**config.mk**
```make
export PLATFORM = sky130hd
export DESIGN_NAME = priority_job_slot_table
export DESIGN_NICKNAME = d
export VERILOG_FILES = /design/src/hw/rtl/pjst_pkg.sv /design/src/hw/rtl/priority_job_slot_table.sv /design/src/hw/rtl/pjst_ctrl.sv /design/src/hw/rtl/pjst_dp.sv
export SDC_FILE = /design/constraint.sdc
export NUM_CORES = 2
export LEC_CHECK = 0
export BUFFER_PORTS_ARGS = -buffer_cell sky130_fd_sc_hd__buf_2
export CAP_MARGIN = 20
export CELL_PAD_IN_SITES_DETAIL_PLACEMENT = 0
export CELL_PAD_IN_SITES_GLOBAL_PLACEMENT = 1
export CORE_MARGIN = 2
export CORE_UTILIZATION = 52
export CTS_CLUSTER_DIAMETER = 40
export DETAILED_ROUTE_END_ITERATION = 7
export PLACE_DENSITY_LB_ADDON = 0.1
export SLEW_MARGIN = 20
export SYNTH_ARGS = -nofsm -noshare
export SYNTH_HDL_FRONTEND = slang
export SYNTH_HIERARCHICAL = 1
export SYNTH_SLANG_ARGS = --single-unit
```
**constraint.sdc**
```tcl
create_clock -name i_clk -period 7.55 [get_ports i_clk]
set_input_delay 0.3775 -clock i_clk [delete_from_list [all_inputs] [get_ports i_clk]]
set_output_delay 0.3775 -clock i_clk [all_outputs]
set_load 0.005 [all_outputs]
```
**src/hw/rtl/pjst_pkg.sv**
```systemverilog
// Shared types, codes and constants for the priority job slot table.
`default_nettype none
package pjst_pkg;

    localparam int SLOTS_DEFAULT = 32;

    // command codes
    localparam logic [2:0] CMD_LAUNCH = 3'd0;
    localparam logic [2:0] CMD_LOOKUP = 3'd1;
    localparam logic [2:0] CMD_KILL   = 3'd2;
    localparam logic [2:0] CMD_RUN    = 3'd3;
    localparam logic [2:0] CMD_REPORT = 3'd4;
    localparam logic [2:0] CMD_PURGE  = 3'd5;

    // result codes
    localparam logic [2:0] RC_OK        = 3'd0;
    localparam logic [2:0] RC_FULL      = 3'd1;
    localparam logic [2:0] RC_MISS      = 3'd2;
    localparam logic [2:0] RC_NO_EFFECT = 3'd3;
    localparam logic [2:0] RC_START_BAD = 3'd4;
    localparam logic [2:0] RC_NO_RUN    = 3'd5;

    localparam logic [9:0]  ST_DONE_MIN   = 10'd1005;
    localparam logic [14:0] ST_RUN_MAX    = 15'd1004;
    localparam logic [14:0] ST_DONE_MIN15 = 15'd1005;
    localparam logic [14:0] ST_MISS       = 15'd1016;
    localparam logic [14:0] ST_NEG_CLAMP  = 15'd1019;
    localparam logic [9:0]  KILL_RESET    = 10'd1010;
    localparam logic [12:0] HANDLE_BASE   = 13'h0fe0;
    localparam logic [11:0] HANDLE_STEP   = 12'd32;
    localparam logic [15:0] NEG_LIMIT_LO  = 16'hffed;  // low bits of -19
    localparam logic [15:0] REPORT_MIN    = 16'd32767;

    typedef struct packed {
        logic capture;
        logic exec;
        logic ins_step;
        logic scan_step;
        logic purge_step;
        logic out_load;
        logic idle;
    } t_dp_cmd;

    typedef struct packed {
        logic launch_ins;
        logic is_run;
        logic is_purge;
        logic ins_done;
        logic scan_done;
        logic purge_done;
        logic out_free;
    } t_dp_stat;

endpackage
`default_nettype wire

```
**src/hw/rtl/priority_job_slot_table.sv**
```systemverilog
// Top level of the priority job slot table: sequencer plus datapath.
`default_nettype none
// Job table of SLOTS slots with generation-tagged 12-bit handles (bit 12 of a
// stored handle marks it dead) and a run list ordered by priority class, ties
// kept in launch order. One command word in gives one result word out. Lookup,
// kill, job report, unused codes, a full table and a failed start go from the
// execute step straight to the finish step, which loads the output register.
// A launch that starts goes through an insert step that shifts run-list
// entries up until its place is found, run step scans the list for the first
// entry with a runnable status, and purge walks the whole list; each walk
// reads one key per cycle. The finish step waits while the output register
// holds a word that has not been taken.
// A new command word is taken only when the previous one has been moved to
// the output register, which can hold a result while the next command runs.
// kill_status is to be written with i_cfg_we / i_cfg_data only while the
// block is idle; the block itself does not enforce this.
// No clearing pass after reset: the block is ready once reset is released.
module priority_job_slot_table #(
    parameter int SLOTS = pjst_pkg::SLOTS_DEFAULT
) (
    input  wire                i_clk,
    input  wire                i_rst_n,
    // command channel
    input  wire                i_valid,
    output logic               o_ready,
    input  wire  [2:0]         i_cmd,
    input  wire  [12:0]        i_handle,
    input  wire                i_start_ok,
    input  wire  [2:0]         i_priority_class,
    input  wire  signed [16:0] i_status_in,
    // result channel
    output logic               o_valid,
    input  wire                i_ready,
    output logic [2:0]         o_result_code,
    output logic [11:0]        o_handle_out,
    output logic [4:0]         o_slot_out,
    output logic [14:0]        o_job_status,
    output logic [5:0]         o_active_count,
    // kill_status register
    input  wire                i_cfg_we,
    input  wire  [9:0]         i_cfg_data
);

    pjst_pkg::t_dp_cmd  dp_cmd;
    pjst_pkg::t_dp_stat dp_stat;

    pjst_ctrl u_ctrl (
        .i_clk   (i_clk),
        .i_rst_n (i_rst_n),
        .i_valid (i_valid),
        .o_ready (o_ready),
        .i_stat  (dp_stat),
        .o_cmd   (dp_cmd)
    );

    pjst_dp #(
        .SLOTS (SLOTS)
    ) u_dp (
        .i_clk            (i_clk),
        .i_rst_n          (i_rst_n),
        .i_cmd            (dp_cmd),
        .o_stat           (dp_stat),
        .i_cfg_we         (i_cfg_we),
        .i_cfg_data       (i_cfg_data),
        .i_cmd_code       (i_cmd),
        .i_handle         (i_handle),
        .i_start_ok       (i_start_ok),
        .i_priority_class (i_priority_class),
        .i_status_in      (i_status_in),
        .i_out_ready      (i_ready),
        .o_out_valid      (o_valid),
        .o_result_code    (o_result_code),
        .o_handle_out     (o_handle_out),
        .o_slot_out       (o_slot_out),
        .o_job_status     (o_job_status),
        .o_active_count   (o_active_count)
    );

endmodule
`default_nettype wire

```
**src/hw/rtl/pjst_ctrl.sv**
```systemverilog
// Command sequencer for the priority job slot table.
`default_nettype none
module pjst_ctrl (
    input  wire                i_clk,
    input  wire                i_rst_n,
    input  wire                i_valid,
    output logic               o_ready,
    input  pjst_pkg::t_dp_stat i_stat,
    output pjst_pkg::t_dp_cmd  o_cmd
);

    typedef enum logic [2:0] {
        S_IDLE, S_EXEC, S_INSERT, S_SCAN, S_PURGE, S_FINISH
    } t_state;

    t_state r_state;
    t_state n_state;

    always_comb begin
        o_cmd   = '0;
        n_state = r_state;
        unique case (r_state)
            S_IDLE: begin
                o_cmd.idle    = 1'b1;
                o_cmd.capture = i_valid && i_rst_n;
                if (i_valid) n_state = S_EXEC;
            end
            S_EXEC: begin
                o_cmd.exec = 1'b1;
                priority if (i_stat.launch_ins) n_state = S_INSERT;
                else if (i_stat.is_run)         n_state = S_SCAN;
                else if (i_stat.is_purge)       n_state = S_PURGE;
                else                            n_state = S_FINISH;
            end
            S_INSERT: begin
                o_cmd.ins_step = 1'b1;
                if (i_stat.ins_done) n_state = S_FINISH;
            end
            S_SCAN: begin
                o_cmd.scan_step = 1'b1;
                if (i_stat.scan_done) n_state = S_FINISH;
            end
            S_PURGE: begin
                o_cmd.purge_step = 1'b1;
                if (i_stat.purge_done) n_state = S_FINISH;
            end
            S_FINISH: begin
                o_cmd.out_load = i_stat.out_free;
                if (i_stat.out_free) n_state = S_IDLE;
            end
            default: n_state = S_IDLE;
        endcase
    end

    always_ff @(posedge i_clk) begin
        if (!i_rst_n) begin
            r_state <= S_IDLE;
        end else begin
            r_state <= n_state;
        end
    end

    // not ready while reset is held, so no word is taken then
    assign o_ready = (r_state == S_IDLE) && i_rst_n;

endmodule
`default_nettype wire

```
**src/hw/rtl/pjst_dp.sv**
```systemverilog
// Slot arrays, run list, command execution and output register.
`default_nettype none
module pjst_dp #(
    parameter int SLOTS = pjst_pkg::SLOTS_DEFAULT
) (
    input  wire                i_clk,
    input  wire                i_rst_n,
    input  pjst_pkg::t_dp_cmd  i_cmd,
    output pjst_pkg::t_dp_stat o_stat,
    input  wire                i_cfg_we,
    input  wire  [9:0]         i_cfg_data,
    input  wire  [2:0]         i_cmd_code,
    input  wire  [12:0]        i_handle,
    input  wire                i_start_ok,
    input  wire  [2:0]         i_priority_class,
    input  wire  signed [16:0] i_status_in,
    input  wire                i_out_ready,
    output logic               o_out_valid,
    output logic [2:0]         o_result_code,
    output logic [11:0]        o_handle_out,
    output logic [4:0]         o_slot_out,
    output logic [14:0]        o_job_status,
    output logic [5:0]         o_active_count
);

    localparam int IW = (SLOTS > 1) ? $clog2(SLOTS) : 1;
    localparam int CW = $clog2(SLOTS + 1);

    logic [12:0] r_hdl  [SLOTS];
    logic [14:0] r_stat [SLOTS];
    logic [SLOTS-1:0] r_job;
    logic [SLOTS-1:0] r_used;
    logic [7:0]  r_key  [SLOTS];
    logic [CW-1:0] r_len;
    logic [CW-1:0] r_i;
    logic [CW-1:0] r_keep;
    logic [CW-1:0] r_act;
    logic [IW-1:0] r_slot;
    logic [9:0]  r_kill;

    logic [2:0]  r_cmd;
    logic [12:0] r_h;
    logic        r_ok;
    logic [2:0]  r_pc;
    logic signed [16:0] r_sv;

    logic [2:0]  r_res_code;
    logic [11:0] r_res_hdl;
    logic [4:0]  r_res_slot;
    logic [14:0] r_res_stat;
    logic [5:0]  r_res_act;

    logic        r_out_valid;
    logic [2:0]  r_out_code;
    logic [11:0] r_out_hdl;
    logic [4:0]  r_out_slot;
    logic [14:0] r_out_stat;
    logic [5:0]  r_out_act;

    logic [IW-1:0] free_idx;
    logic          free_ok;
    logic [IW-1:0] key_ra;
    logic [7:0]    key_rd;
    logic [IW-1:0] key_slot;
    logic [IW-1:0] rd_idx;
    logic [12:0]   hdl_rd;
    logic [14:0]   stat_rd;
    logic          job_rd;
    logic          h_in_range;
    logic          hit;
    logic [14:0]   st_new;
    logic          report_ok;
    logic          launch_full;
    logic [11:0]   nh;
    logic          scan_end;
    logic          purge_end;

    // lowest free slot
    always_comb begin
        free_idx = '0;
        free_ok  = 1'b0;
        for (int k = SLOTS - 1; k >= 0; k--) begin
            if (!r_used[k]) begin
                free_idx = IW'(k);
                free_ok  = 1'b1;
            end
        end
    end

    assign key_ra   = i_cmd.ins_step ? IW'(r_i - CW'(1)) : r_i[IW-1:0];
    assign key_rd   = r_key[key_ra];
    assign key_slot = key_rd[IW-1:0];

    // single read port into the slot arrays
    always_comb begin
        if (i_cmd.exec) begin
            rd_idx = (r_cmd == pjst_pkg::CMD_LAUNCH) ? free_idx : r_h[IW-1:0];
        end else begin
            rd_idx = key_slot;
        end
    end

    assign hdl_rd  = r_hdl[rd_idx];
    assign stat_rd = r_stat[rd_idx];
    assign job_rd  = r_job[rd_idx];

    assign h_in_range = ({1'b0, r_h[4:0]} < 6'(SLOTS));
    assign hit = h_in_range && (r_h[12] ? !hdl_rd[12] : (hdl_rd == r_h));
    assign nh  = hdl_rd[11:0] + pjst_pkg::HANDLE_STEP;

    // run step status mapping
    always_comb begin
        if (r_sv[16]) begin
            st_new = (r_sv[15:0] < pjst_pkg::NEG_LIMIT_LO) ? pjst_pkg::ST_NEG_CLAMP
                                                           : {5'd0, r_sv[9:0]};
        end else if (r_sv[9:0] >= pjst_pkg::ST_DONE_MIN) begin
            st_new = {5'd0, r_sv[9:0]};
        end else begin
            st_new = r_sv[14:0];
        end
    end

    assign report_ok   = job_rd && !r_sv[16] && (r_sv[15:0] >= pjst_pkg::REPORT_MIN);
    assign launch_full = !free_ok || (r_len >= CW'(SLOTS));
    assign scan_end    = (r_i >= r_len);
    assign purge_end   = (r_i >= r_len);

    always_comb begin
        o_stat            = '0;
        o_stat.launch_ins = (r_cmd == pjst_pkg::CMD_LAUNCH) && !launch_full && r_ok;
        o_stat.is_run     = (r_cmd == pjst_pkg::CMD_RUN);
        o_stat.is_purge   = (r_cmd == pjst_pkg::CMD_PURGE);
        o_stat.ins_done   = (r_i == '0) || (key_rd[7:5] <= r_pc);
        o_stat.scan_done  = scan_end || (stat_rd <= pjst_pkg::ST_RUN_MAX);
        o_stat.purge_done = purge_end;
        o_stat.out_free   = !r_out_valid || i_out_ready;
    end

    // run list keys: no reset, only entries below the length are read
    always_ff @(posedge i_clk) begin
        if (i_cmd.ins_step) begin
            if (o_stat.ins_done) begin
                r_key[r_i[IW-1:0]] <= {r_pc, 5'(r_slot)};
            end else begin
                r_key[r_i[IW-1:0]] <= key_rd;
            end
        end
        if (i_cmd.purge_step && !purge_end && (stat_rd[9:0] < pjst_pkg::ST_DONE_MIN)) begin
            r_key[r_keep[IW-1:0]] <= key_rd;
        end
    end

    // captured command fields and pending result
    always_ff @(posedge i_clk) begin
        if (i_cmd.capture) begin
            r_h  <= i_handle;
            r_ok <= i_start_ok;
            r_pc <= i_priority_class;
            r_sv <= i_status_in;
        end
        if (i_cmd.exec) begin
            r_res_code <= pjst_pkg::RC_NO_EFFECT;
            r_res_hdl  <= '0;
            r_res_slot <= '0;
            r_res_stat <= '0;
            r_res_act  <= '0;
            unique case (r_cmd)
                pjst_pkg::CMD_LAUNCH: begin
                    if (launch_full) begin
                        r_res_code <= pjst_pkg::RC_FULL;
                    end else if (!r_ok) begin
                        r_res_code <= pjst_pkg::RC_START_BAD;
                        r_res_slot <= 5'(free_idx);
                    end else begin
                        r_res_code <= pjst_pkg::RC_OK;
                        r_res_hdl  <= nh;
                        r_res_slot <= 5'(free_idx);
                    end
                end
                pjst_pkg::CMD_LOOKUP, pjst_pkg::CMD_KILL, pjst_pkg::CMD_REPORT: begin
                    if (!hit) begin
                        r_res_code <= pjst_pkg::RC_MISS;
                        r_res_stat <= pjst_pkg::ST_MISS;
                    end else begin
                        r_res_slot <= r_h[4:0];
                        r_res_stat <= stat_rd;
                        if (r_cmd == pjst_pkg::CMD_LOOKUP) begin
                            r_res_code <= pjst_pkg::RC_OK;
                            r_res_hdl  <= hdl_rd[11:0];
                        end else if (r_cmd == pjst_pkg::CMD_KILL) begin
                            if (job_rd && (stat_rd[9:0] < pjst_pkg::ST_DONE_MIN)) begin
                                r_res_code <= pjst_pkg::RC_OK;
                                r_res_stat <= {5'd0, r_kill};
                            end
                        end else if (report_ok) begin
                            r_res_code <= pjst_pkg::RC_OK;
                            r_res_stat <= r_sv[14:0];
                        end
                    end
                end
                default: ;
            endcase
        end
        if (i_cmd.scan_step) begin
            if (scan_end) begin
                r_res_code <= pjst_pkg::RC_NO_RUN;
                r_res_slot <= '0;
                r_res_stat <= '0;
            end else if (stat_rd <= pjst_pkg::ST_RUN_MAX) begin
                r_res_code <= pjst_pkg::RC_OK;
                r_res_slot <= 5'(key_slot);
                r_res_stat <= st_new;
            end
        end
        if (i_cmd.purge_step && purge_end) begin
            r_res_code <= pjst_pkg::RC_OK;
            r_res_act  <= 6'(r_act);
        end
        if (i_cmd.out_load) begin
            r_out_code <= r_res_code;
            r_out_hdl  <= r_res_hdl;
            r_out_slot <= r_res_slot;
            r_out_stat <= r_res_stat;
            r_out_act  <= r_res_act;
        end
    end

    // slot table state, list length, walk counters, kill_status, command code, output valid
    always_ff @(posedge i_clk) begin
        if (!i_rst_n) begin
            for (int k = 0; k < SLOTS; k++) begin
                r_hdl[k]  <= pjst_pkg::HANDLE_BASE + 13'(k);
                r_stat[k] <= '0;
            end
            r_job       <= '0;
            r_used      <= '0;
            r_len       <= '0;
            r_kill      <= pjst_pkg::KILL_RESET;
            r_out_valid <= 1'b0;
            r_cmd       <= pjst_pkg::CMD_LAUNCH;
        end else begin
            if (i_cfg_we) r_kill <= i_cfg_data;
            if (i_cmd.capture) r_cmd <= i_cmd_code;

            if (i_cmd.out_load) begin
                r_out_valid <= 1'b1;
            end else if (i_out_ready) begin
                r_out_valid <= 1'b0;
            end

            if (i_cmd.exec) begin
                unique case (r_cmd)
                    pjst_pkg::CMD_LAUNCH: begin
                        if (!launch_full) begin
                            r_stat[rd_idx] <= '0;
                            r_job[rd_idx]  <= r_ok;
                            if (r_ok) begin
                                r_hdl[rd_idx]  <= {1'b0, nh};
                                r_used[rd_idx] <= 1'b1;
                                r_slot         <= free_idx;
                                r_i            <= r_len;
                            end
                        end
                    end
                    pjst_pkg::CMD_KILL: begin
                        if (hit && job_rd && (stat_rd[9:0] < pjst_pkg::ST_DONE_MIN)) begin
                            r_stat[rd_idx] <= {5'd0, r_kill};
                        end
                    end
                    pjst_pkg::CMD_REPORT: begin
                        if (hit && report_ok) r_stat[rd_idx] <= r_sv[14:0];
                    end
                    pjst_pkg::CMD_RUN: begin
                        r_i <= '0;
                    end
                    pjst_pkg::CMD_PURGE: begin
                        r_i    <= '0;
                        r_keep <= '0;
                        r_act  <= '0;
                    end
                    default: ;
                endcase
            end

            if (i_cmd.ins_step) begin
                if (o_stat.ins_done) begin
                    r_len <= r_len + CW'(1);
                end else begin
                    r_i <= r_i - CW'(1);
                end
            end

            if (i_cmd.scan_step && !scan_end) begin
                if (stat_rd <= pjst_pkg::ST_RUN_MAX) begin
                    r_stat[rd_idx] <= st_new;
                end else begin
                    r_i <= r_i + CW'(1);
                end
            end

            if (i_cmd.purge_step) begin
                if (purge_end) begin
                    r_len <= r_keep;
                end else begin
                    r_i <= r_i + CW'(1);
                    if (stat_rd[9:0] < pjst_pkg::ST_DONE_MIN) begin
                        r_keep <= r_keep + CW'(1);
                        if (stat_rd < pjst_pkg::ST_DONE_MIN15) r_act <= r_act + CW'(1);
                    end else begin
                        r_job[rd_idx]     <= 1'b0;
                        r_hdl[rd_idx][12] <= 1'b1;
                        r_used[rd_idx]    <= 1'b0;
                    end
                end
            end
        end
    end

    assign o_out_valid    = r_out_valid;
    assign o_result_code  = r_out_code;
    assign o_handle_out   = r_out_hdl;
    assign o_slot_out     = r_out_slot;
    assign o_job_status   = r_out_stat;
    assign o_active_count = r_out_act;

`ifndef SYNTH
    a_len_bound: assert property (@(posedge i_clk) disable iff (!i_rst_n)
        r_len <= CW'(SLOTS))
        else $error("run list longer than the table");

    a_used_job: assert property (@(posedge i_clk) disable iff (!i_rst_n)
        r_used == r_job)
        else $error("used map and job bits disagree");

    a_len_used: assert property (@(posedge i_clk) disable iff (!i_rst_n)
        i_cmd.idle |-> ($countones(r_used) == int'(r_len)))
        else $error("run list length differs from used slot count");

    a_no_overwrite: assert property (@(posedge i_clk) disable iff (!i_rst_n)
        i_cmd.out_load |-> (!r_out_valid || i_out_ready))
        else $error("output word overwritten before it was taken");
`endif

endmodule
`default_nettype wire
```
==> flow_summary.yaml <==
run_status:
  status: "complete, no violations"
clocking:
  cts_sinks: 1378
  clock_path_buffers: 3
  cts_root_buffer: "sky130_fd_sc_hd__clkbuf_16"
  worst_skew_late_latency_ns: 0.82
  clock_tree.htree_level_count: 4
  tritoncts.num_buffers: 194
  tritoncts: "yes"
  clock_slew_at_the_register_clock_pins_of_the_worst_setup_and_hold_paths_ns: 0.05
drt:
  detailroute.wirelength.met2_um: 106000
  met1_routed_wirelength_after_detailed_routing_um: 89900
  route.detailed.drc: 0
  detail-route-antenna-nets: 0
  avgRoutedWirePerCell_um: 29.9
  number_of_iterations_in_the_first_detailed_routing_pass: 5
  routed.top_layer: "met4"
  drt_first_iter_violations: 6973
  routed-via-count: 49729
  routed_via_density: 6.53
  wl_met3_um: 23800
  routed_wire_length_um: 228000
worst_hold_path:
  holdCritStartpoint: "i_cfg_we"
  hold_path.class: "in2reg"
critical_path:
  crit_path_max_fanout: 22
  crit_top_cell: "sky130_fd_sc_hd__buf_4"
  reg2reg_slack_ns: 0.19
  cp.buffers_inverters: 9
  worst_r2r_startpoint: "u_dp/r_i[0]$_DFFE_PP_"
  critical-path-max-stage-delay_ns: 0.64
  critical_path_source_type: "register"
  path_class: "reg2reg"
  cp.arrival_ns: 7.85
  crit_family: "buffers and inverters"
  worst_path_max_delay_cell: "sky130_fd_sc_hd__or4_1"
  crit_path_end_kind: "register"
  cp_data_required_time_ns: 8.04
  setup.worst_path.start: "u_dp/r_i[0]$_DFFE_PP_"
synthesis:
  post_synth_inst_count: 5532
  netlist_top_cells_area: "sky130_fd_sc_hd__edfxtp_1 58%, sky130_fd_sc_hd__nand2_1 5.1%, sky130_fd_sc_hd__and3_1 4.8%"
  syn_area_per_cell_um2: 11.8
  yosys.cell_types.count: 96
  seq_area_frac_synth_pct: 61.5
  postSynthNetCount: 5605
  synth_area_leader_cell: "sky130_fd_sc_hd__edfxtp_1"
  synth_top_cell_area_share_pct: 58.1
  ys_async_sr_fraction_pct: 0
  yosys_register_bits: 1378
  ys_warn_count: 6
  synth_edf_count: 1268
  netlist_area_mm2: 0.0655
  dominantRegCellSynth: "sky130_fd_sc_hd__edfxtp_1"
global_routing:
  grt_overflow: 0
  grt_first_pass_wirelength_um: 330000
  via_count_of_the_first_global_routing_pass: 47437
  grt_use_total_pct: 34.8
  grt_antenna_before_repair: 6
  grt_max_degree: 126
final_layout:
  finish.net_count: 5875
  layout_commonest_cell: "sky130_fd_sc_hd__edfxtp_1"
  final_util_pct: 61.8
  multi_input_gate_area_in_the_final_layout_mm2: 0.0230
  layout_common_cells: "1268 x sky130_fd_sc_hd__edfxtp_1, 885 x sky130_fd_sc_hd__nand2_1, 496 x sky130_fd_sc_hd__and3_1"
  register_area_mm2: 0.0403
  drive_above_1_share_pct: 18.1
  finish.instance_area_mm2: 0.0773
  layout-area-overhead-vs-synth_pct: 18.1
  layout.filler_cells: 9926
floorplan:
  die_y_um: 359
  initial_utilization_pct: 52.3
  ios: 95
  die-area_mm2: 0.129
  core_mm2: 0.125
  rows: 130
  die_x_um: 359
timing:
  achievable_freq_mhz: 136
  post-route-period-util_pct: 97.4
  final-max-slew-violation-count: 0
  timing.hold.ws_ns: 0.0497
  max_slew.worst_pin.slew_ns: 1.23
  slew-limit-headroom_pct: 17.5
  clock_skew_ns: 0.0397
  final_period_demand_of_the_worst_path_ns: 7.36
  report.final.hold_viol_count: 0
  final-setup-viol-count: 0
  fin_tns_setup_ns: 0
flow_run:
  maxCapViolations: 0
placement:
  placed_cell_area_mm2: 0.0700
  gp_congestion: 0.929
  numPortBuffers: 94
  place.detailed.hpwl_um: 149000
-- what timing repair did --
action	CTS	global route
gates cloned	2	2
hold buffers	56	0
gates resized for setup	0	9
endpoints found under the hold margin	48	0
setup endpoints to repair	10	1144
setup buffers	3	5
pin swaps	4	4
-- layout make-up --
type | count | area share (%)
Timing Repair Buffer | 600 | 6.71
Tap cell | 1650 | 2.67
Multi-Input combinational cell | 3577 | 29.7
Inverter | 51 | 0.247
Clock inverter | 127 | 1.75
Sequential cell | 1378 | 52.1
Clock buffer | 234 | 6.82
Antenna cell | 2 | 0.00647
-- synthesized netlist by cell type, drive strengths merged, types with 18 or more instances --
master  instances
dfxtp         110
or3            42
nand3          99
a211oi        190
a21oi         127
inv            51
or4            19
ha             21
clkbuf        297
o22ai          65
nor3           29
edfxtp       1268
a31o           18
a31oi         145
and3          499
mux4           94
mux2i         296
a22oi          98
buf           233
xnor2          23
nand2         888
o21ai         186
nand4          24
nor2          450
-- routing by layer --
layer  up-vias  global-route usage [%]
li1      21346                       -
met4         0                    13.0
met3       462                    7.06
met1     25079                    48.0
met2      2842                    54.8
met5         -                       0
-- worst register-to-register path: cells and delay by family (launching register included) --
kind	cells	cell delay (ns)
fa+ha+maj	1	0.39
compound gates	6	1.53
mux	1	0.29
buf+inv	9	2.15
flops	1	0.37
simple gates	6	1.72
xor+xnor	2	0.57
-- logic make-up after synthesis --
group	synth area share, %
flip-flops	61.5
AO/OA/AOI/OAI	10.1
adder cells (fa/ha/maj)	0.401
XOR/XNOR	0.548
AND/OR/NAND/NOR	15.4
multiplexers	7.88
buffers and inverters	4.17
-- final timing paths --
kind                                       to  cells past startpoint
max          u_dp/r_stat[29][0]$_SDFFCE_PN0P_                     25
min               u_dp/r_kill[0]$_SDFFE_PN0P_                      3
max reg2reg  u_dp/r_stat[29][0]$_SDFFCE_PN0P_                     25
min reg2reg  u_dp/o_active_count[0]$_DFFE_PP_                      0
-- sequential cells by signal, indices dropped and copies added (netlist names), 10 cells and up --
name and flops:
u_dp/o_handle_out 12, u_dp/o_job_status 15, u_dp/r_h 13, u_dp/r_hdl 416, u_dp/r_job 32, u_dp/r_key 256
u_dp/r_kill 10, u_dp/r_res_hdl 12, u_dp/r_res_stat 15, u_dp/r_stat 480, u_dp/r_sv 17, u_dp/r_used 32
-- per-stage QoR --
stage                     std cells  setup slack [ns]
after floorplan                5532             0.584
after global placement         7187            0.0386
after detailed placement       7187            0.0269
after CTS                      7609            0.0252
after global routing           7617           -0.0103
final                          7619             0.194
Power is not shown: default switching activity piles up to over one toggle a cycle in this logic, so the estimate is an artifact.
